**src/hdl/nzrce_pkg.sv**
```systemverilog
// Package for the nonzero run coalescing encoder: result record type, codes,
// sequencer states and fixed constants. No dependencies.
`timescale 1ns / 1ps
`default_nettype none

package nzrce_pkg;

  // Default parameter values for the top level.
  localparam int unsigned ADDR_BITS_DEF = 32;
  localparam int unsigned MAX_GAP_DEF   = 60;

  // Word index limits: the index saturates, and an image that reaches past
  // 2^32-1 bytes is too large.
  localparam logic [29:0] INDEX_MAX      = 30'h3FFF_FFFF;
  localparam logic [29:0] TL_FULL_INDEX  = 30'h1FFF_FFFF;
  localparam logic [29:0] TL_TAIL_INDEX  = 30'h2000_0000;
  localparam logic [3:0]  BYTES_PER_WORD = 4'd8;

  typedef enum logic [1:0] {
    KIND_PAYLOAD = 2'd0,
    KIND_HEADER  = 2'd1,
    KIND_STATUS  = 2'd2
  } nzrce_kind_e;

  typedef enum logic [1:0] {
    ST_OK        = 2'd0,
    ST_OVERFLOW  = 2'd1,
    ST_TOO_LARGE = 2'd2
  } nzrce_status_e;

  typedef enum logic [0:0] {
    CFG_GAP      = 1'b0,
    CFG_CAPACITY = 1'b1
  } nzrce_cfg_e;

  typedef enum logic [3:0] {
    S_IDLE,
    S_EVAL,
    S_CLOSE,
    S_OPEN,
    S_FILL,
    S_DATA,
    S_FINAL,
    S_TAIL,
    S_TAIL_HDR,
    S_TAIL_DAT,
    S_STATUS,
    S_DONE
  } nzrce_state_e;

  // One result beat as produced by the sequencer.
  typedef struct packed {
    nzrce_kind_e   kind;
    logic [31:0]   addr;
    logic [63:0]   data;
    logic [3:0]    nbytes;
    nzrce_status_e status;
    logic [31:0]   used;
  } nzrce_result_t;

  // Requests from the sequencer to the output stage.
  typedef struct packed {
    logic emit;
    logic flush;
  } nzrce_ctl_t;

  // Keeps the low nbytes bytes of a word.
  function automatic logic [63:0] tail_mask(input logic [3:0] nbytes);
    logic [63:0] m;
    m = '0;
    for (int i = 0; i < 8; i++) begin
      if (4'(i) < nbytes) begin
        m[i*8 +: 8] = 8'hFF;
      end
    end
    return m;
  endfunction

endpackage

`default_nettype wire

```
**src/hdl/nzrce_addr_unit.sv**
```systemverilog
// Shared address adder and capacity compare of the encoder.
// Depends on nzrce_pkg for the default address width.
`timescale 1ns / 1ps
`default_nettype none

module nzrce_addr_unit import nzrce_pkg::*; #(
  parameter int unsigned AW = ADDR_BITS_DEF
) (
  input  wire logic [31:0] capacity_i,
  input  wire logic [AW:0] base_i,
  input  wire logic [3:0]  inc_i,
  output logic [AW+1:0]    sum_o,
  output logic             over_o
);

  localparam logic [AW-1:0] ADDR_MAX = '1;

  logic [AW-1:0] limit;

  // The usable buffer ends at the smaller of capacity and the address space.
  assign limit = (capacity_i > 32'(ADDR_MAX)) ? ADDR_MAX : capacity_i[AW-1:0];

  // End of the access, and whether it reaches past the buffer.
  assign sum_o  = (AW+2)'(base_i) + (AW+2)'(inc_i);
  assign over_o = sum_o > (AW+2)'(limit);

endmodule

`default_nettype wire

```
**src/hdl/nzrce_out_stage.sv**
```systemverilog
// Result staging of the encoder: one pending beat plus the output register.
// The pending beat learns whether it is the last of its item before it leaves.
// Depends on nzrce_pkg.
`timescale 1ns / 1ps
`default_nettype none

module nzrce_out_stage import nzrce_pkg::*; (
  input  wire logic          clk_i,
  input  wire logic          rst_ni,
  input  wire nzrce_ctl_t    ctl_i,
  input  wire nzrce_result_t res_i,
  output logic               slot_free_o,
  output logic               out_valid_o,
  input  wire logic          out_stall_i,
  output logic [1:0]         kind_o,
  output logic [31:0]        write_addr_o,
  output logic [63:0]        write_data_o,
  output logic [3:0]         write_bytes_o,
  output logic [1:0]         status_o,
  output logic [31:0]        used_bytes_o,
  output logic               last_o
);

  logic          pend_valid_q, pend_valid_d;
  nzrce_result_t pend_q;
  logic          out_valid_q, out_valid_d;
  nzrce_result_t out_q;
  logic          out_last_q;
  logic          out_free;
  logic          push_pend;

  // The output register frees up when empty or when its beat is taken.
  assign out_free    = !out_valid_q || !out_stall_i;
  assign slot_free_o = !pend_valid_q || out_free;
  assign push_pend   = pend_valid_q && out_free && (ctl_i.emit || ctl_i.flush);

  always_comb begin
    pend_valid_d = pend_valid_q;
    if (ctl_i.emit) begin
      pend_valid_d = 1'b1;
    end else if (push_pend) begin
      pend_valid_d = 1'b0;
    end
    out_valid_d = out_valid_q;
    if (push_pend) begin
      out_valid_d = 1'b1;
    end else if (out_free) begin
      out_valid_d = 1'b0;
    end
  end

  // Control flags.
  always_ff @(posedge clk_i or negedge rst_ni) begin
    if (!rst_ni) begin
      pend_valid_q <= 1'b0;
      out_valid_q  <= 1'b0;
    end else begin
      pend_valid_q <= pend_valid_d;
      out_valid_q  <= out_valid_d;
    end
  end

  // Payload registers. A flush means nothing follows in this item.
  always_ff @(posedge clk_i) begin
    if (ctl_i.emit) begin
      pend_q <= res_i;
    end
    if (push_pend) begin
      out_q      <= pend_q;
      out_last_q <= ctl_i.flush;
    end
  end

  assign out_valid_o   = out_valid_q;
  assign kind_o        = out_q.kind;
  assign write_addr_o  = out_q.addr;
  assign write_data_o  = out_q.data;
  assign write_bytes_o = out_q.nbytes;
  assign status_o      = out_q.status;
  assign used_bytes_o  = out_q.used;
  assign last_o        = out_last_q;

  // The sequencer only emits into a free slot.
  a_emit_free: assert property (@(posedge clk_i) disable iff (!rst_ni)
    ctl_i.emit |-> slot_free_o)
    else $error("result emitted while the pending slot was blocked");

  // A flush that finds room empties the pending beat.
  a_flush_drains: assert property (@(posedge clk_i) disable iff (!rst_ni)
    ctl_i.flush && slot_free_o |=> !pend_valid_q)
    else $error("pending beat survived a flush");

  // A status beat always closes its item.
  a_status_last: assert property (@(posedge clk_i) disable iff (!rst_ni)
    out_valid_q && out_q.kind == KIND_STATUS |-> out_last_q)
    else $error("status beat without last");

endmodule

`default_nettype wire

```
**src/hdl/nzrce_seq.sv**
```systemverilog
// Sequencer of the encoder: configuration registers, stream state and the
// state machine that steps one write at a time through the shared address
// unit. Depends on nzrce_pkg.
`timescale 1ns / 1ps
`default_nettype none

module nzrce_seq import nzrce_pkg::*; #(
  parameter int unsigned AW      = ADDR_BITS_DEF,
  parameter int unsigned MAX_GAP = MAX_GAP_DEF
) (
  input  wire logic          clk_i,
  input  wire logic          rst_ni,
  input  wire logic          in_valid_i,
  output logic               in_stall_o,
  input  wire logic [63:0]   word_data_i,
  input  wire logic [3:0]    valid_bytes_i,
  input  wire logic          last_item_i,
  input  wire logic          cfg_valid_i,
  output logic               cfg_ready_o,
  input  wire logic [0:0]    cfg_index_i,
  input  wire logic [31:0]   cfg_data_i,
  output logic [AW:0]        au_base_o,
  output logic [3:0]         au_inc_o,
  input  wire logic [AW+1:0] au_sum_i,
  input  wire logic          au_over_i,
  output logic [31:0]        capacity_o,
  output nzrce_ctl_t         ctl_o,
  output nzrce_result_t      res_o,
  input  wire logic          slot_free_i
);

  nzrce_state_e  state_q, state_d;
  logic [29:0]   word_index_q, word_index_d;
  logic          run_open_q, run_open_d;
  logic [28:0]   run_start_q, run_start_d;
  logic [28:0]   last_nz_q, last_nz_d;
  logic [AW-1:0] run_header_q, run_header_d;
  logic [AW:0]   run_end_q, run_end_d;
  logic [AW-1:0] bytes_written_q, bytes_written_d;
  nzrce_status_e err_q, err_d;
  logic [5:0]    fill_cnt_q, fill_cnt_d;
  logic          final_phase_q, final_phase_d;

  logic [63:0]   data_q;
  logic [3:0]    vb_q;
  logic          fin_q;
  logic          full_q;
  logic [28:0]   cur_w_q;

  logic [5:0]    gap_q;
  logic [31:0]   cap_q;

  logic [5:0]    gap_eff;
  logic [29:0]   diff;
  logic [28:0]   run_len;
  logic [63:0]   tail_data;
  logic          in_take;

  assign cfg_ready_o = 1'b1;
  assign capacity_o  = cap_q;
  assign in_stall_o  = (state_q != S_IDLE);
  assign in_take     = (state_q == S_IDLE) && in_valid_i;

  assign gap_eff   = (gap_q > 6'(MAX_GAP)) ? 6'(MAX_GAP) : gap_q;
  assign diff      = word_index_q - {1'b0, last_nz_q};
  assign run_len   = last_nz_q - run_start_q + 29'd1;
  assign tail_data = data_q & tail_mask(vb_q);

  // Next state, stream updates and the request to the address unit.
  always_comb begin
    state_d         = state_q;
    word_index_d    = word_index_q;
    run_open_d      = run_open_q;
    run_start_d     = run_start_q;
    last_nz_d       = last_nz_q;
    run_header_d    = run_header_q;
    run_end_d       = run_end_q;
    bytes_written_d = bytes_written_q;
    err_d           = err_q;
    fill_cnt_d      = fill_cnt_q;
    final_phase_d   = final_phase_q;
    ctl_o           = '0;
    res_o           = '0;
    au_base_o       = '0;
    au_inc_o        = '0;

    case (state_q)
      S_IDLE: begin
        if (in_valid_i) begin
          state_d = S_EVAL;
        end
      end

      // Index bookkeeping and the decision how this word is handled.
      S_EVAL: begin
        state_d = S_FINAL;
        if (full_q) begin
          if (word_index_q >= TL_FULL_INDEX) begin
            err_d = ST_TOO_LARGE;
          end else if (err_q == ST_OK) begin
            if (run_open_q && diff > 30'(gap_eff)) begin
              state_d = S_CLOSE;
            end else if (data_q != 64'd0) begin
              if (run_open_q) begin
                fill_cnt_d = 6'(diff - 30'd1);
                state_d    = (diff == 30'd1) ? S_DATA : S_FILL;
              end else begin
                state_d = S_OPEN;
              end
            end
          end
          if (word_index_q != INDEX_MAX) begin
            word_index_d = word_index_q + 30'd1;
          end
        end
      end

      // Header of the open run into its reserved slot.
      S_CLOSE: begin
        au_base_o = {1'b0, run_header_q};
        au_inc_o  = BYTES_PER_WORD;
        if (au_over_i) begin
          err_d      = ST_OVERFLOW;
          run_open_d = 1'b0;
          state_d    = final_phase_q ? S_TAIL : S_FINAL;
        end else if (slot_free_i) begin
          ctl_o.emit      = 1'b1;
          res_o.kind      = KIND_HEADER;
          res_o.addr      = 32'(run_header_q);
          res_o.data      = {run_len, 3'b000, run_start_q, 3'b000};
          res_o.nbytes    = BYTES_PER_WORD;
          bytes_written_d = run_end_q[AW-1:0];
          run_open_d      = 1'b0;
          if (final_phase_q) begin
            state_d = S_TAIL;
          end else begin
            state_d = (data_q != 64'd0) ? S_OPEN : S_FINAL;
          end
        end
      end

      // Reserve the header slot of a new run.
      S_OPEN: begin
        au_base_o    = {1'b0, bytes_written_q};
        au_inc_o     = BYTES_PER_WORD;
        run_open_d   = 1'b1;
        run_start_d  = cur_w_q;
        run_header_d = bytes_written_q;
        run_end_d    = au_sum_i[AW:0];
        state_d      = S_DATA;
      end

      // Zero words between the last nonzero word and this one.
      S_FILL: begin
        au_base_o = run_end_q;
        au_inc_o  = BYTES_PER_WORD;
        if (au_over_i) begin
          err_d   = ST_OVERFLOW;
          state_d = S_FINAL;
        end else if (slot_free_i) begin
          ctl_o.emit   = 1'b1;
          res_o.kind   = KIND_PAYLOAD;
          res_o.addr   = 32'(run_end_q[AW-1:0]);
          res_o.nbytes = BYTES_PER_WORD;
          run_end_d    = au_sum_i[AW:0];
          fill_cnt_d   = fill_cnt_q - 6'd1;
          if (fill_cnt_q == 6'd1) begin
            state_d = S_DATA;
          end
        end
      end

      // The nonzero word itself.
      S_DATA: begin
        au_base_o = run_end_q;
        au_inc_o  = BYTES_PER_WORD;
        last_nz_d = cur_w_q;
        if (au_over_i) begin
          err_d   = ST_OVERFLOW;
          state_d = S_FINAL;
        end else if (slot_free_i) begin
          ctl_o.emit   = 1'b1;
          res_o.kind   = KIND_PAYLOAD;
          res_o.addr   = 32'(run_end_q[AW-1:0]);
          res_o.data   = data_q;
          res_o.nbytes = BYTES_PER_WORD;
          run_end_d    = au_sum_i[AW:0];
          state_d      = S_FINAL;
        end
      end

      // End of the item, or start of the end of image.
      S_FINAL: begin
        if (!fin_q) begin
          state_d = S_DONE;
        end else begin
          final_phase_d = 1'b1;
          state_d = (err_q == ST_OK && run_open_q) ? S_CLOSE : S_TAIL;
        end
      end

      // Partial last word: range check and room for a whole tail record.
      S_TAIL: begin
        au_base_o = {1'b0, bytes_written_q};
        au_inc_o  = BYTES_PER_WORD + vb_q;
        state_d   = S_STATUS;
        if (!full_q && vb_q != 4'd0) begin
          if (word_index_q >= TL_TAIL_INDEX) begin
            err_d = ST_TOO_LARGE;
          end else if (err_q == ST_OK && tail_data != 64'd0) begin
            if (au_over_i) begin
              err_d = ST_OVERFLOW;
            end else begin
              run_end_d = au_sum_i[AW:0];
              state_d   = S_TAIL_HDR;
            end
          end
        end
      end

      S_TAIL_HDR: begin
        au_base_o = {1'b0, bytes_written_q};
        au_inc_o  = BYTES_PER_WORD;
        if (slot_free_i) begin
          ctl_o.emit   = 1'b1;
          res_o.kind   = KIND_HEADER;
          res_o.addr   = 32'(bytes_written_q);
          res_o.data   = {28'd0, vb_q, word_index_q[28:0], 3'b000};
          res_o.nbytes = BYTES_PER_WORD;
          run_header_d = au_sum_i[AW-1:0];
          state_d      = S_TAIL_DAT;
        end
      end

      S_TAIL_DAT: begin
        if (slot_free_i) begin
          ctl_o.emit      = 1'b1;
          res_o.kind      = KIND_PAYLOAD;
          res_o.addr      = 32'(run_header_q);
          res_o.data      = tail_data;
          res_o.nbytes    = vb_q;
          bytes_written_d = run_end_q[AW-1:0];
          state_d         = S_TAIL_DAT == state_q ? S_STATUS : state_q;
        end
      end

      // Status beat, then the stream starts over.
      S_STATUS: begin
        if (slot_free_i) begin
          ctl_o.emit      = 1'b1;
          res_o.kind      = KIND_STATUS;
          res_o.status    = err_q;
          res_o.used      = (err_q == ST_OK) ? 32'(bytes_written_q) : 32'd0;
          word_index_d    = '0;
          run_open_d      = 1'b0;
          run_start_d     = '0;
          last_nz_d       = '0;
          run_header_d    = '0;
          run_end_d       = '0;
          bytes_written_d = '0;
          err_d           = ST_OK;
          final_phase_d   = 1'b0;
          state_d         = S_DONE;
        end
      end

      // Release the item's last beat with its last flag.
      S_DONE: begin
        ctl_o.flush = 1'b1;
        if (slot_free_i) begin
          state_d = S_IDLE;
        end
      end

      default: begin
        state_d = S_IDLE;
      end
    endcase
  end

  // State machine and stream state.
  always_ff @(posedge clk_i or negedge rst_ni) begin
    if (!rst_ni) begin
      state_q         <= S_IDLE;
      word_index_q    <= '0;
      run_open_q      <= 1'b0;
      run_start_q     <= '0;
      last_nz_q       <= '0;
      run_header_q    <= '0;
      run_end_q       <= '0;
      bytes_written_q <= '0;
      err_q           <= ST_OK;
      fill_cnt_q      <= '0;
      final_phase_q   <= 1'b0;
    end else begin
      state_q         <= state_d;
      word_index_q    <= word_index_d;
      run_open_q      <= run_open_d;
      run_start_q     <= run_start_d;
      last_nz_q       <= last_nz_d;
      run_header_q    <= run_header_d;
      run_end_q       <= run_end_d;
      bytes_written_q <= bytes_written_d;
      err_q           <= err_d;
      fill_cnt_q      <= fill_cnt_d;
      final_phase_q   <= final_phase_d;
    end
  end

  // Configuration registers.
  always_ff @(posedge clk_i or negedge rst_ni) begin
    if (!rst_ni) begin
      gap_q <= '0;
      cap_q <= 32'hFFFF_FFFF;
    end else if (cfg_valid_i) begin
      case (cfg_index_i)
        CFG_GAP:      gap_q <= cfg_data_i[5:0];
        CFG_CAPACITY: cap_q <= cfg_data_i;
        default: begin
          gap_q <= gap_q;
        end
      endcase
    end
  end

  // Accepted item and the index of the word under work.
  always_ff @(posedge clk_i) begin
    if (in_take) begin
      data_q <= word_data_i;
      vb_q   <= valid_bytes_i;
      fin_q  <= last_item_i;
      full_q <= !last_item_i || (valid_bytes_i >= BYTES_PER_WORD);
    end
    if (state_q == S_EVAL) begin
      cur_w_q <= word_index_q[28:0];
    end
  end

  // After an error only the status beat may leave.
  a_quiet_after_error: assert property (@(posedge clk_i) disable iff (!rst_ni)
    ctl_o.emit && res_o.kind != KIND_STATUS |-> err_q == ST_OK)
    else $error("write emitted after an error");

  // A fill pass always has at least one zero word left to write.
  a_fill_count: assert property (@(posedge clk_i) disable iff (!rst_ni)
    state_q == S_FILL |-> fill_cnt_q != 6'd0)
    else $error("fill pass entered with nothing to fill");

  // A run being closed ends at or after its start.
  a_run_order: assert property (@(posedge clk_i) disable iff (!rst_ni)
    state_q == S_CLOSE && err_q == ST_OK |-> last_nz_q >= run_start_q)
    else $error("closing run ends before its start");

endmodule

`default_nettype wire

```
**src/hdl/nonzero_run_coalescing_encoder.sv**
```systemverilog
// Nonzero run coalescing encoder, top level; uses nzrce_pkg, nzrce_seq,
// nzrce_addr_unit and nzrce_out_stage. An item is taken only while the sequencer
// is idle, so a new item waits until the last one is through. A gap fill writes
// one result per zero word, and output stalls hold the sequencer. Each beat
// waits in the pending slot before it reaches the output register. Reset
// (async, low) clears the stream; the gap register resets to 0 and capacity
// to its maximum.
`timescale 1ns / 1ps
`default_nettype none

module nonzero_run_coalescing_encoder import nzrce_pkg::*; #(
  parameter int unsigned ADDR_BITS = ADDR_BITS_DEF,
  parameter int unsigned MAX_GAP   = MAX_GAP_DEF
) (
  input  wire logic        clk_i,
  input  wire logic        rst_ni,
  input  wire logic        in_valid_i,
  output logic             in_stall_o,
  input  wire logic [63:0] word_data_i,
  input  wire logic [3:0]  valid_bytes_i,
  input  wire logic        last_item_i,
  input  wire logic        cfg_valid_i,
  output logic             cfg_ready_o,
  input  wire logic [0:0]  cfg_index_i,
  input  wire logic [31:0] cfg_data_i,
  output logic             out_valid_o,
  input  wire logic        out_stall_i,
  output logic [1:0]       kind_o,
  output logic [31:0]      write_addr_o,
  output logic [63:0]      write_data_o,
  output logic [3:0]       write_bytes_o,
  output logic [1:0]       status_o,
  output logic [31:0]      used_bytes_o,
  output logic             last_o
);

  logic [ADDR_BITS:0]   au_base;
  logic [3:0]           au_inc;
  logic [ADDR_BITS+1:0] au_sum;
  logic                 au_over;
  logic [31:0]          capacity;
  nzrce_ctl_t           ctl;
  nzrce_result_t        res;
  logic                 slot_free;

  // Sequencer with configuration and stream state.
  nzrce_seq #(
    .AW      (ADDR_BITS),
    .MAX_GAP (MAX_GAP)
  ) u_seq (
    .clk_i         (clk_i),
    .rst_ni        (rst_ni),
    .in_valid_i    (in_valid_i),
    .in_stall_o    (in_stall_o),
    .word_data_i   (word_data_i),
    .valid_bytes_i (valid_bytes_i),
    .last_item_i   (last_item_i),
    .cfg_valid_i   (cfg_valid_i),
    .cfg_ready_o   (cfg_ready_o),
    .cfg_index_i   (cfg_index_i),
    .cfg_data_i    (cfg_data_i),
    .au_base_o     (au_base),
    .au_inc_o      (au_inc),
    .au_sum_i      (au_sum),
    .au_over_i     (au_over),
    .capacity_o    (capacity),
    .ctl_o         (ctl),
    .res_o         (res),
    .slot_free_i   (slot_free)
  );

  // Shared address adder and capacity check.
  nzrce_addr_unit #(
    .AW (ADDR_BITS)
  ) u_addr_unit (
    .capacity_i (capacity),
    .base_i     (au_base),
    .inc_i      (au_inc),
    .sum_o      (au_sum),
    .over_o     (au_over)
  );

  // Pending beat and output register.
  nzrce_out_stage u_out_stage (
    .clk_i         (clk_i),
    .rst_ni        (rst_ni),
    .ctl_i         (ctl),
    .res_i         (res),
    .slot_free_o   (slot_free),
    .out_valid_o   (out_valid_o),
    .out_stall_i   (out_stall_i),
    .kind_o        (kind_o),
    .write_addr_o  (write_addr_o),
    .write_data_o  (write_data_o),
    .write_bytes_o (write_bytes_o),
    .status_o      (status_o),
    .used_bytes_o  (used_bytes_o),
    .last_o        (last_o)
  );

endmodule

`default_nettype wire

```
**config.mk**
```make
export PLATFORM = sky130hd
export DESIGN_NAME = nonzero_run_coalescing_encoder
export DESIGN_NICKNAME = d
export VERILOG_FILES = /design/src/hdl/nzrce_pkg.sv /design/src/hdl/nzrce_addr_unit.sv /design/src/hdl/nzrce_out_stage.sv /design/src/hdl/nzrce_seq.sv /design/src/hdl/nonzero_run_coalescing_encoder.sv
export SDC_FILE = /design/constraint.sdc
export NUM_CORES = 1
export LEC_CHECK = 0
export ABC_AREA = 1
export BUFFER_PORTS_ARGS = -buffer_cell sky130_fd_sc_hd__buf_2
export CAP_MARGIN = 20
export CORE_UTILIZATION = 65
export DETAILED_ROUTE_END_ITERATION = 6
export PLACE_DENSITY = 0.85
export SYNTH_ARGS = -nofsm -noshare
export SYNTH_HDL_FRONTEND = slang
export SYNTH_SLANG_ARGS = --single-unit
```
**constraint.sdc**
```tcl
create_clock -name clk_i -period 21.4 [get_ports clk_i]
set_input_delay 4.28 -clock clk_i [delete_from_list [all_inputs] [get_ports clk_i]]
set_output_delay 4.28 -clock clk_i [all_outputs]
set_load 0.05 [all_outputs]
```
Word-level counts from Yosys, hierarchy flattened
Index checks and enable logic that the tools add are counted.
- memory bits (writable): 0
- memory bits (read-only): 0
- output and inout bits: 140
- input port bits: 107
- memories: 0
- latch bits: 0
- flip-flop bits (word level): 611
- logic and storage cells: 264
- reductions and logical operators: 53
- shift operators: 0
- add/subtract/negate cells: 8
- equality and inequality tests: 44
- order comparisons: 15
- multiplexer cells: 109
- div/mod/pow operators: 0
- $mul: 0
- bitwise logic cells: 2
- operator list (kind ; number):
    case mux 64 bit (4 select lines) ; 1
    2-to-1 mux 33 bit ; 7
    2-to-1 mux 102 bit ; 2
    2-to-1 mux 101 bit ; 2
    2-to-1 mux 100 bit ; 2
    2-to-1 mux 32 bit ; 6
    case mux 32 bit (3 select lines) ; 2
    case mux 32 bit (5 select lines) ; 1
    case mux 33 bit (4 select lines) ; 1
    nonzero test 64 bit ; 2
    case mux 29 bit (2 select lines) ; 2
    2-to-1 mux 4 bit ; 26
    case mux 33 bit (3 select lines) ; 1
    2-to-1 mux 30 bit ; 3
    AND 64 bit ; 1
    2-to-1 mux 8 bit ; 8
    case mux 30 bit (2 select lines) ; 1
    2-to-1 mux 6 bit ; 9
    case mux 4 bit (12 select lines) ; 1
    adder 33 x 4 -> 34 bit ; 1
    > comparator 34 x 32 -> 1 bit ; 1
    2-to-1 mux 34 bit ; 1
    > comparator 32 bit, second input constant ; 1
    adder 30 x 1 -> 30 bit, second input constant ; 1
    other kinds (56) ; 148

Longest topological paths before layout
Gate-level depths: netlist of run 1.
- depth in word-level cells: 11
- mapped depth: 41
- depth with buffers taken out: 38

Modules after synthesis
A second synthesis of run 1 with hierarchy kept.
- cells, all modules: 3380
- area total of the unflattened synthesis: 31647.9 um2
- modules (own cells, without submodules) (module ; cells each ; area each (um2) ; sequential area each (um2) ; instances):
    nzrce_seq ; 2786 ; 21514.4 ; 8943.6 ; 1
    nzrce_out_stage ; 285 ; 8290.5 ; 8247.9 ; 1
    nzrce_addr_unit ; 309 ; 1843.0 ; 0.0 ; 1

Worst setup path before layout of run 1
Ideal clock, no wire load.
- path type: input to register
- start: input port out_stall_i
- end: register u_out_stage.pend_q[0] (netlist bit) (enable)
- setup time: 1171 ps
- setup slack: 13007 ps
- stages on the path: 5
- data arrival time: 7222 ps
- path through: nand2_1 > nor2_1 > inv_1 > nand4_1 > nand2_1
- RTL lines (item ; RTL line ; text):
    start: declaration ; nonzero_run_coalescing_encoder.sv:27 ; input wire logic out_stall_i,
    end signal: assignment ; nzrce_out_stage.sv:66 ; pend_q <= res_i;
    end: declaration ; nzrce_out_stage.sv:25 ; nzrce_result_t pend_q;

==> PnR_summary.wiki, run 1 <==
{| class="wikitable"
! Metric !! Value
|-
| Status || finished, violations left
|-
| Violations in the final reports || design-rule violations
|-
| Category of the worst setup path capture point || flop
|-
| Total routing usage reported by global routing || 37.0%
|-
| Number of DRC markers after the initial detailed-route iteration || 3,552
|-
| Post-layout util || 73.8%
|-
| Crit-path max FO || 80
|-
| NetSw || 2.93 mW
|-
| Max Transition Viols Final || 0
|-
| Number of synthesized register bits || 611
|-
| Part of the power in registers || 35.5%
|-
| Startpoint class of the critical path || flop
|-
| Hold wc startpoint || u_out_stage.pend_q[10]
|-
| Worst flop-to-flop path startpoint || u_seq.state_q[1]
|-
| Minimum clock period || 7.61 ns
|-
| Class of the most critical hold timing path || reg2reg
|-
| Htree depth || 2
|-
| Layout net count || 3,955
|-
| Final antenna-violating net count || 0
|-
| Logic gate share of total power || 47.6%
|-
| First-pass iteration count of the detailed router || 7
|-
| Final routed wire length divided by cell count || 20.8 um
|-
| Library cell with the largest summed area after synthesis || sky130_fd_sc_hd__edfxtp_1
|-
| Core outline area || 0.0477 sq mm
|-
| Syn Nets || 3,731
|-
| RD Place Congestion || 1.01
|-
| Highest clock rate || 0.131 GHz
|-
| Required time reported for the critical path endpoint || 21.65 ns
|-
| Fraction of registers with async set or reset after synthesis || 39.1%
|-
| Number of ports placed on the die boundary || 247
|-
| Die footprint || 0.0493 sq mm
|-
| Slew at the pin closest to its max-slew limit || 1.08 ns
|-
| Max-capacitance violation count || 0
|-
| Drt via density || 6.06
|-
| Synth warnings || 0
|-
| Die width || 222 um
|-
| Top cells by area in the synthesized netlist || sky130_fd_sc_hd__edfxtp_1 35%, sky130_fd_sc_hd__dfrtp_1 16%, sky130_fd_sc_hd__nand2_1 11%, sky130_fd_sc_hd__inv_1 5.8%, sky130_fd_sc_hd__ha_1 5.2%
|-
| CP peak stage delay || 0.92 ns
|-
| Setup Total Neg Slack || 0 ns
|-
| Launch point of the worst path || u_seq.state_q[1]
|-
| Syn Std Cell Area || 0.0315 sq mm
|-
| Synthesized area per cell || 9.02 sq um
|-
| Antenna diode count || 0
|-
| Die Ht || 222 um
|-
| P_int || 3.26 mW
|-
| CTS Root Cell || sky130_fd_sc_hd__clkbuf_16
|-
| Overall via count from detail_route || 26,500
|-
| Cell with the biggest individual delay on the critical path || sky130_fd_sc_hd__buf_4
|-
| Arrival time of the worst setup path || 7.87 ns
|-
| Final setup skew || 0.0332 ns
|-
| Initial antenna violation count || 2
|-
| Number of standard cells after synthesis || 3,489
|-
| Relative slew slack || 27.6%
|-
| Ratio of total power to cell area || 176 mW/mm^2
|-
| Number of hold-repair buffers added at the cts stage || 0
|-
| Post-synthesis sequential area ratio || 54.6%
|-
| RSZ-0062 raised after global routing || false
|-
| Layout overhead on the synthesized area || 11.9%
|-
| HPWL after detailed placement || 64,600 um
|-
| Sinks on the clock net || 611
|-
| Final count of negative-setup-slack endpoints || 0
|-
| Num CTS Buffers || 58
|-
| DRC Markers || 27
|-
| Port Buffer Count || 245
|-
| Share of power burned in the clock network || 16.9%
|-
| Effective utilization at floorplan || 65.9%
|-
| TritonCTS clock tree || built
|-
| Routed WL || 91,100 um
|-
| Peak VDD IR || 0.000111 V
|-
| Clock input transition at the sequential cells of the worst setup and hold paths || 0.06 ns
|-
| EDFF count, synth || 372
|-
| Proportion of layout cells with a drive suffix above 1 || 12.1%
|-
| Global route total overflow || 0
|-
| Switching share of total power || 47.3%
|-
| Maximum number of pins on one net before global-route repair || 115
|-
| Longest Clk Path Bufs || 3
|-
| Global-route wire length before repair || 140,000 um
|-
| Insertion delay of the later-clocked pin in the worst-skew pair || 0.65 ns
|-
| Static leakage power || 16.1 nW
|-
| Final number of hold-violating endpoints || 0
|-
| Number of global-route vias before repair || 24,600
|-
| Number of rows in the core area || 80
|-
| Area fraction of the dominant cell type after synthesis || 35.5%
|-
| Postcts setup bufs || 0
|-
| Cell seen most often among critical-path stages || sky130_fd_sc_hd__nand2_1
|-
| Count of distinct cell types in the synthesized netlist || 60
|-
| Number of gates given a new drive strength after cts || 0
|-
| Top_reg_cell synth || sky130_fd_sc_hd__edfxtp_1
|-
| Final worst path period share || 35.6%
|-
| Count of filler cells inserted in the layout || 3,340
|-
| Start-to-end type of the worst setup path || reg2reg
|}
==> power by group through the flow <==
stage / Sequential (mW) / Combinational [mW] / Clock [mW]
6_report: 2.20 / 2.94 / 1.04
5_1_grt: 2.23 / 3.20 / 1.09
4_1_cts: 2.18 / 2.88 / 1.05
3_5_place_dp: 2.19 / 2.85 / 0
3_3_place_gp: 2.18 / 2.78 / 0
2_1_floorplan: 2.57 / 1.68 / 0
==> Yosys cell counts, types with 2 or more instances <==
master,n
sky130_fd_sc_hd__a21o_1,2
sky130_fd_sc_hd__nand2_2,10
sky130_fd_sc_hd__o21ai_0,184
sky130_fd_sc_hd__buf_2,25
sky130_fd_sc_hd__a211oi_1,7
sky130_fd_sc_hd__o21a_1,3
sky130_fd_sc_hd__nor2_1,278
sky130_fd_sc_hd__dfstp_2,32
sky130_fd_sc_hd__xor2_1,48
sky130_fd_sc_hd__nand2_1,881
sky130_fd_sc_hd__o211ai_1,32
sky130_fd_sc_hd__a21oi_2,4
sky130_fd_sc_hd__edfxtp_1,372
sky130_fd_sc_hd__clkbuf_1,64
sky130_fd_sc_hd__and2_1,8
sky130_fd_sc_hd__nor3b_1,2
sky130_fd_sc_hd__a21boi_0,3
sky130_fd_sc_hd__xnor2_1,20
sky130_fd_sc_hd__buf_4,6
sky130_fd_sc_hd__o221ai_1,2
sky130_fd_sc_hd__inv_2,13
sky130_fd_sc_hd__o31ai_1,12
sky130_fd_sc_hd__nor2_4,3
sky130_fd_sc_hd__a32oi_1,29
sky130_fd_sc_hd__nand3b_1,6
sky130_fd_sc_hd__ha_1,132
sky130_fd_sc_hd__dfrtp_1,207
sky130_fd_sc_hd__nand2_4,2
sky130_fd_sc_hd__a22oi_1,46
sky130_fd_sc_hd__nor4_1,18
sky130_fd_sc_hd__nand3_1,150
sky130_fd_sc_hd__inv_1,486
sky130_fd_sc_hd__nor3_1,44
sky130_fd_sc_hd__nand3_2,2
sky130_fd_sc_hd__o21ai_1,59
sky130_fd_sc_hd__fa_1,3
sky130_fd_sc_hd__nor2_2,5
sky130_fd_sc_hd__nand4_1,80
sky130_fd_sc_hd__a31oi_1,8
sky130_fd_sc_hd__o22ai_1,4
sky130_fd_sc_hd__or2_2,6
sky130_fd_sc_hd__a21oi_1,162
sky130_fd_sc_hd__o21bai_1,4
sky130_fd_sc_hd__buf_1,9
==> cell families (layout without fill, tap and decap cells) <==
family | after synthesis | in the layout | share of synthesized area (%)
AND/OR/NAND/NOR | 1499 | 1499 | 20.0
flip-flops | 611 | 611 | 54.6
buffers and inverters | 605 | 878 | 7.41
AO/OA/AOI/OAI | 570 | 570 | 10.6
adder cells (fa/ha/maj) | 135 | 135 | 5.44
XOR/XNOR | 68 | 68 | 1.89
other | 1 | 1 | 0.0119
==> final cells by class <==
type                            instances  area, sq um  area share [%]
Sequential cell                       611        17200            48.8
Multi-Input combinational cell       2273        12000            34.1
Tap cell                              615          769            2.19
Inverter                              500         1880            5.34
Timing Repair Buffer                  269         1440            4.08
Clock inverter                         34          320           0.910
Clock buffer                           75         1620            4.59
==> final timing paths <==
| check | end | slack (ns) | cells past startpoint |
|---|---|---|---|
| min in group asynchronous | u_seq.run_start_q[24] | 3.70 | 1 |
| worst max-delay path | u_out_stage.pend_q[95] | 13.79 | 32 |
| worst max register to register | u_out_stage.pend_q[95] | 13.79 | 32 |
| max in group asynchronous | u_seq.bytes_written_q[27] | 15.43 | 3 |
| worst min-delay path | u_out_stage.used_bytes_o[10] | 0.42 | 0 |
| worst min register to register | u_out_stage.used_bytes_o[10] | 0.42 | 0 |
==> worst max-delay path: cells and delay by family (launching register included) <==
kind,cells,cell delay [ns]
adder cells (fa/ha/maj),3,0.80
buffers and inverters,5,1.23
flip-flops,1,0.52
AND/OR/NAND/NOR,20,3.71
AO/OA/AOI/OAI,3,0.74
XOR/XNOR,1,0.15
==> through the flow <==
stage	instance area [sq um]	hold slack (ns)	worst slack, ns	total power [mW]	instances
6_report	35200	0.415	13.79	6.18	4377
4_1_cts	35200	0.417	13.99	6.11	4377
2_1_floorplan	31500	0.400	13.01	4.25	3489
3_3_place_gp	33300	0.401	14.15	4.96	4267
3_5_place_dp	33300	0.405	14.05	5.04	4268
5_1_grt	35200	0.418	13.26	6.52	4377
==> per-layer routing <==
| layer | track usage (%) | wire length, um | vias to the layer above |
|---|---|---|---|
| met5 | 0 | 23 | - |
| met4 | 11.5 | 2800 | 4 |
| met3 | 13.2 | 13900 | 194 |
| met2 | 52.3 | 37800 | 1885 |
| met1 | 53.3 | 36500 | 12300 |
| li1 | - | - | 12100 |
==> sequential cells by signal, summed over array words and instances (netlist names), 6 cells and up <==
name                      count
u_seq.cur_w_q                29
u_out_stage.used_bytes_o     32
u_out_stage.write_data_o     64
u_seq.word_index_q           30
u_out_stage.pend_q          136
u_seq.fill_cnt_q              6
u_seq.data_q                 64
u_seq.capacity_o             32
u_seq.run_end_q              33
u_seq.last_nz_q              29
u_seq.run_header_q           32
u_seq.gap_q                   6
u_out_stage.write_addr_o     32
u_seq.run_start_q            29
u_seq.bytes_written_q        32
==> placed cells by master, fill, tap and decap left out, types with 7 or more instances in the layout <==
cell                        instances
sky130_fd_sc_hd__nand2_1          879
sky130_fd_sc_hd__inv_1            484
sky130_fd_sc_hd__edfxtp_1         372
sky130_fd_sc_hd__nor2_1           273
sky130_fd_sc_hd__buf_2            244
sky130_fd_sc_hd__dfrtp_1          207
sky130_fd_sc_hd__o21ai_0          183
sky130_fd_sc_hd__a21oi_1          162
sky130_fd_sc_hd__nand3_1          150
sky130_fd_sc_hd__ha_1             132
sky130_fd_sc_hd__nand4_1           80
sky130_fd_sc_hd__clkbuf_16         60
sky130_fd_sc_hd__o21ai_1           59
sky130_fd_sc_hd__xor2_1            48
sky130_fd_sc_hd__a22oi_1           46
sky130_fd_sc_hd__nor3_1            44
sky130_fd_sc_hd__o211ai_1          32
sky130_fd_sc_hd__dfstp_2           32
sky130_fd_sc_hd__a32oi_1           29
sky130_fd_sc_hd__buf_4             23
sky130_fd_sc_hd__xnor2_1           20
sky130_fd_sc_hd__nor4_1            18
sky130_fd_sc_hd__inv_2             14
sky130_fd_sc_hd__clkinv_2          14
sky130_fd_sc_hd__o31ai_1           12
sky130_fd_sc_hd__nand2_2           11
sky130_fd_sc_hd__clkbuf_1           9
sky130_fd_sc_hd__and2_1             8
sky130_fd_sc_hd__a31oi_1            8
sky130_fd_sc_hd__nor2_2             7
sky130_fd_sc_hd__a211oi_1           7
Power figures use the tool's default switching activity.
==> inputs of run 2 (changes only) <==
CORE_UTILIZATION = 55   (was 65)
PLACE_DENSITY = 0.77   (was 0.85)
clock period = 7 ns   (was 21.4 ns; I/O delays follow)
==> run 2 against run 1 <==
  * The flow still finishes with violations (design-rule violations)
  * Global-route usage fell by 5.9 points
  * Sequential power increased to 3.1 times the previous value
  * Utilization down 11 points
  * Wire length down 0.62%
  * Highest routed layer unchanged
  * Fmax increased by 20%
  * Cell count rose by 3.6%
  * First-iteration DRC count is 9.5% lower
  * Critical path depth decreased by 3
  * Register-to-register slack got worse by 13 ns
  * Worst hold slack better by 0.0025 ns
  * Clock power rose to 3.1 times the previous value
  * Clock skew is 0.0040 ns lower
  * Largest power group unchanged
==> PnR_summary.wiki, run 2 (synthesis results as in run 1) <==
{| class="wikitable"
! Metric !! Value
|-
| Status || finished, violations left
|-
| Violations in the final reports || design-rule violations
|-
| Minimum clock period || 6.36 ns (-1.25 ns)
|-
| Most common library cell in the layout ignoring fill and taps || sky130_fd_sc_hd__nand2_1
|-
| CTS Root Cell || sky130_fd_sc_hd__clkbuf_16
|-
| Count of filler cells inserted in the layout || 4,590 (+37%)
|-
| Largest register FFs || 136 (unchanged)
|-
| Final routed wire length divided by cell count || 20.0 um (-4.1%)
|-
| Post-route setup slack || 0.640 ns (-13.15 ns)
|-
| Category of the worst setup path capture point || flop
|-
| Ratio of total power to cell area || 533 mW/mm^2 (+200%)
|-
| Final Instance Area || 0.0356 sq mm (+1.2%)
|-
| First-pass iteration count of the detailed router || 7 (unchanged)
|-
| Initial antenna violation count || 1 (-1)
|-
| Htree depth || 2 (unchanged)
|-
| Start-to-end type of the worst setup path || reg2reg
|-
| Port Buffer Count || 245 (unchanged)
|-
| Postcts setup bufs || 0 (unchanged)
|-
| Final number of hold-violating endpoints || 0 (unchanged)
|-
| Insertion delay of the later-clocked pin in the worst-skew pair || 0.64 ns (about the same)
|-
| Layout overhead on the synthesized area || 13.2%
|-
| Number of rows in the core area || 87 (+8.8%)
|-
| Total cell area at the placement stage || 0.0336 sq mm (+1.1%)
|-
| Required time reported for the critical path endpoint || 7.30 ns (-14.35 ns)
|-
| Share of power burned in the clock network || 17.0% (about the same)
|-
| Die Ht || 241 um (+8.6%)
|-
| TritonCTS clock tree || built
|-
| Slew at the pin closest to its max-slew limit || 1.06 ns (-0.0280 ns)
|-
| RSZ-0062 raised after global routing || false
|-
| Cell with the biggest individual delay on the critical path || sky130_fd_sc_hd__xor2_1
|-
| Max-capacitance violation count || 0 (unchanged)
|-
| Sinks on the clock net || 611 (unchanged)
|-
| Longest Clk Path Bufs || 3 (unchanged)
|-
| Number of global-route vias before repair || 23,700 (-3.8%)
|-
| Final setup skew || 0.0292 ns (-0.00398 ns)
|-
| Logic gate share of total power || 47.5% (about the same)
|-
| P_int || 10.1 mW (+210%)
|-
| Final count of negative-setup-slack endpoints || 0 (unchanged)
|-
| Worst setup slack after placement || 0.866 ns (-13.18 ns)
|-
| Effective utilization at floorplan || 55.7% (-10 points)
|-
| Global route total overflow || 0 (unchanged)
|-
| Static leakage power || 16.2 nW (+0.58%)
|-
| Register with the highest flop count || u_out_stage.pend_q
|-
| Max Transition Viols Final || 0 (unchanged)
|-
| Routed WL || 90,500 um (-0.62%)
|-
| Overall via count from detail_route || 25,900 (-2.2%)
|-
| Die width || 241 um (+8.6%)
|-
| Crit-path max FO || 48 (-40%)
|-
| Global-route wire length before repair || 137,000 um (-1.9%)
|-
| RD Place Congestion || 0.990 (-2.1%)
|-
| Setup Total Neg Slack || 0 ns (unchanged)
|-
| HPWL after detailed placement || 66,900 um (+3.6%)
|-
| Number of gates given a new drive strength after cts || 0 (unchanged)
|-
| Startpoint class of the critical path || flop
|-
| Die footprint || 0.0582 sq mm (+18%)
|-
| NetSw || 8.86 mW (+200%)
|-
| Num CTS Buffers || 60 (+3.4%)
|-
| Relative slew slack || 29.5% (+1.9 points)
|-
| Switching share of total power || 46.7% (-0.67 points)
|-
| DRC Markers || 10 (-63%)
|-
| Cell seen most often among critical-path stages || sky130_fd_sc_hd__nand2_1
|-
| Layout net count || 3,973 (+0.46%)
|-
| Arrival time of the worst setup path || 6.66 ns (-1.21 ns)
|-
| Drt via density || 5.72 (-5.7%)
|-
| Total routing usage reported by global routing || 31.1% (-5.9 points)
|-
| Number of ports placed on the die boundary || 247 (unchanged)
|-
| Maximum number of pins on one net before global-route repair || 132 (+15%)
|-
| Peak VDD IR || 0.000610 V (+450%)
|-
| Final worst path period share || 90.9% (+55 points)
|-
| Number of DRC markers after the initial detailed-route iteration || 3,216 (-9.5%)
|-
| Clock input transition at the sequential cells of the worst setup and hold paths || 0.06 ns (about the same)
|-
| Class of the most critical hold timing path || reg2reg
|-
| Final antenna-violating net count || 0 (unchanged)
|-
| Number of hold-repair buffers added at the cts stage || 0 (unchanged)
|-
| Commonest cells after routing, fill and taps aside || 878 x sky130_fd_sc_hd__nand2_1, 484 x sky130_fd_sc_hd__inv_1, 372 x sky130_fd_sc_hd__edfxtp_1
|-
| CP peak stage delay || 0.59 ns (-0.33 ns)
|-
| Proportion of layout cells with a drive suffix above 1 || 12.3% (+0.13 points)
|-
| Highest clock rate || 0.157 GHz (+20%)
|-
| Core outline area || 0.0565 sq mm (+18%)
|-
| Part of the power in registers || 35.5% (about the same)
|}
==> run 2: cell count changes in the layout (fill, tap and decap cells not counted), sizes merged <==
cell | previous run | this run
inv | 504 | 500
diode | 0 | 1
buf | 269 | 285
bufinv | 4 | 7
clkinv | 22 | 23
==> run 2: cell type report <==
class                      count  area, sq um  share of cell area (%)
timing repair buffer         285         1650                    4.62
clock buffer                  75         1600                    4.48
antenna                        1         2.50                 0.00702
clock inverter                34          357                    1.00
inverter                     500         1880                    5.28
tap                          756          946                    2.65
sequential                   611        17200                    48.2
multi-input combinational   2273        12000                    33.7
==> run 2: worst paths after layout <==
path                                         from  depth (start not counted)                           end  slack (ns)
setup reg to reg                 u_seq.state_q[1]                         29   u_out_stage.write_addr_o[8]        0.64
min in group asynchronous                  rst_ni                          1           u_seq.last_nz_q[24]        0.81
setup / recovery                 u_seq.state_q[1]                         29   u_out_stage.write_addr_o[8]        0.64
max in group asynchronous                  rst_ni                          2         u_seq.run_header_q[7]        4.92
hold / removal             u_out_stage.pend_q[14]                          0  u_out_stage.used_bytes_o[14]        0.42
hold reg to reg            u_out_stage.pend_q[14]                          0  u_out_stage.used_bytes_o[14]        0.42
==> run 2: power groups by stage <==
stage,Clock (mW),Sequential [mW],Combinational (mW)
floorplan,0,7.78,5.15
global placement,0,6.72,8.74
detailed placement,0,6.75,8.83
CTS,3.26,6.71,8.89
global route,3.42,6.84,9.93
finish,3.23,6.74,9.02
==> run 2: routing by layer <==
metal | vias to the layer above | track usage, % | part of all wire [%] | wire, um
li1 | 12200 | - | - | -
met3 | 143 | 7.51 | 13 | 11400
met4 | 2 | 7.29 | 2.2 | 2030
met2 | 1449 | 43.6 | 41 | 37400
met5 | - | 0 | 0.019 | 17
met1 | 12200 | 48.3 | 44 | 39700
==> run 2: stage by stage <==
stage / utilization (%) / hold WS (ns) / power [mW] / std cells
detailed placement: 59.6 / 0.405 / 15.6 / 4423
finish: 63.1 / 0.418 / 19.0 / 4535
CTS: 63.0 / 0.416 / 18.9 / 4532
global route: 63.1 / 0.419 / 20.2 / 4534
global placement: 59.6 / 0.400 / 15.5 / 4423
floorplan: - / 0.400 / 12.9 / 3489
==> run 2: critical path, delay by kind of cell, from the launching register on <==
family | cells | cell delay (ns)
xor gates and xnor gates | 1 | 0.59
DFF | 1 | 0.48
AOI/OAI and AO/OA | 2 | 0.33
buffers and inverters | 4 | 0.89
and+or+nand+nor | 20 | 2.91
adders and majority gates | 2 | 0.76
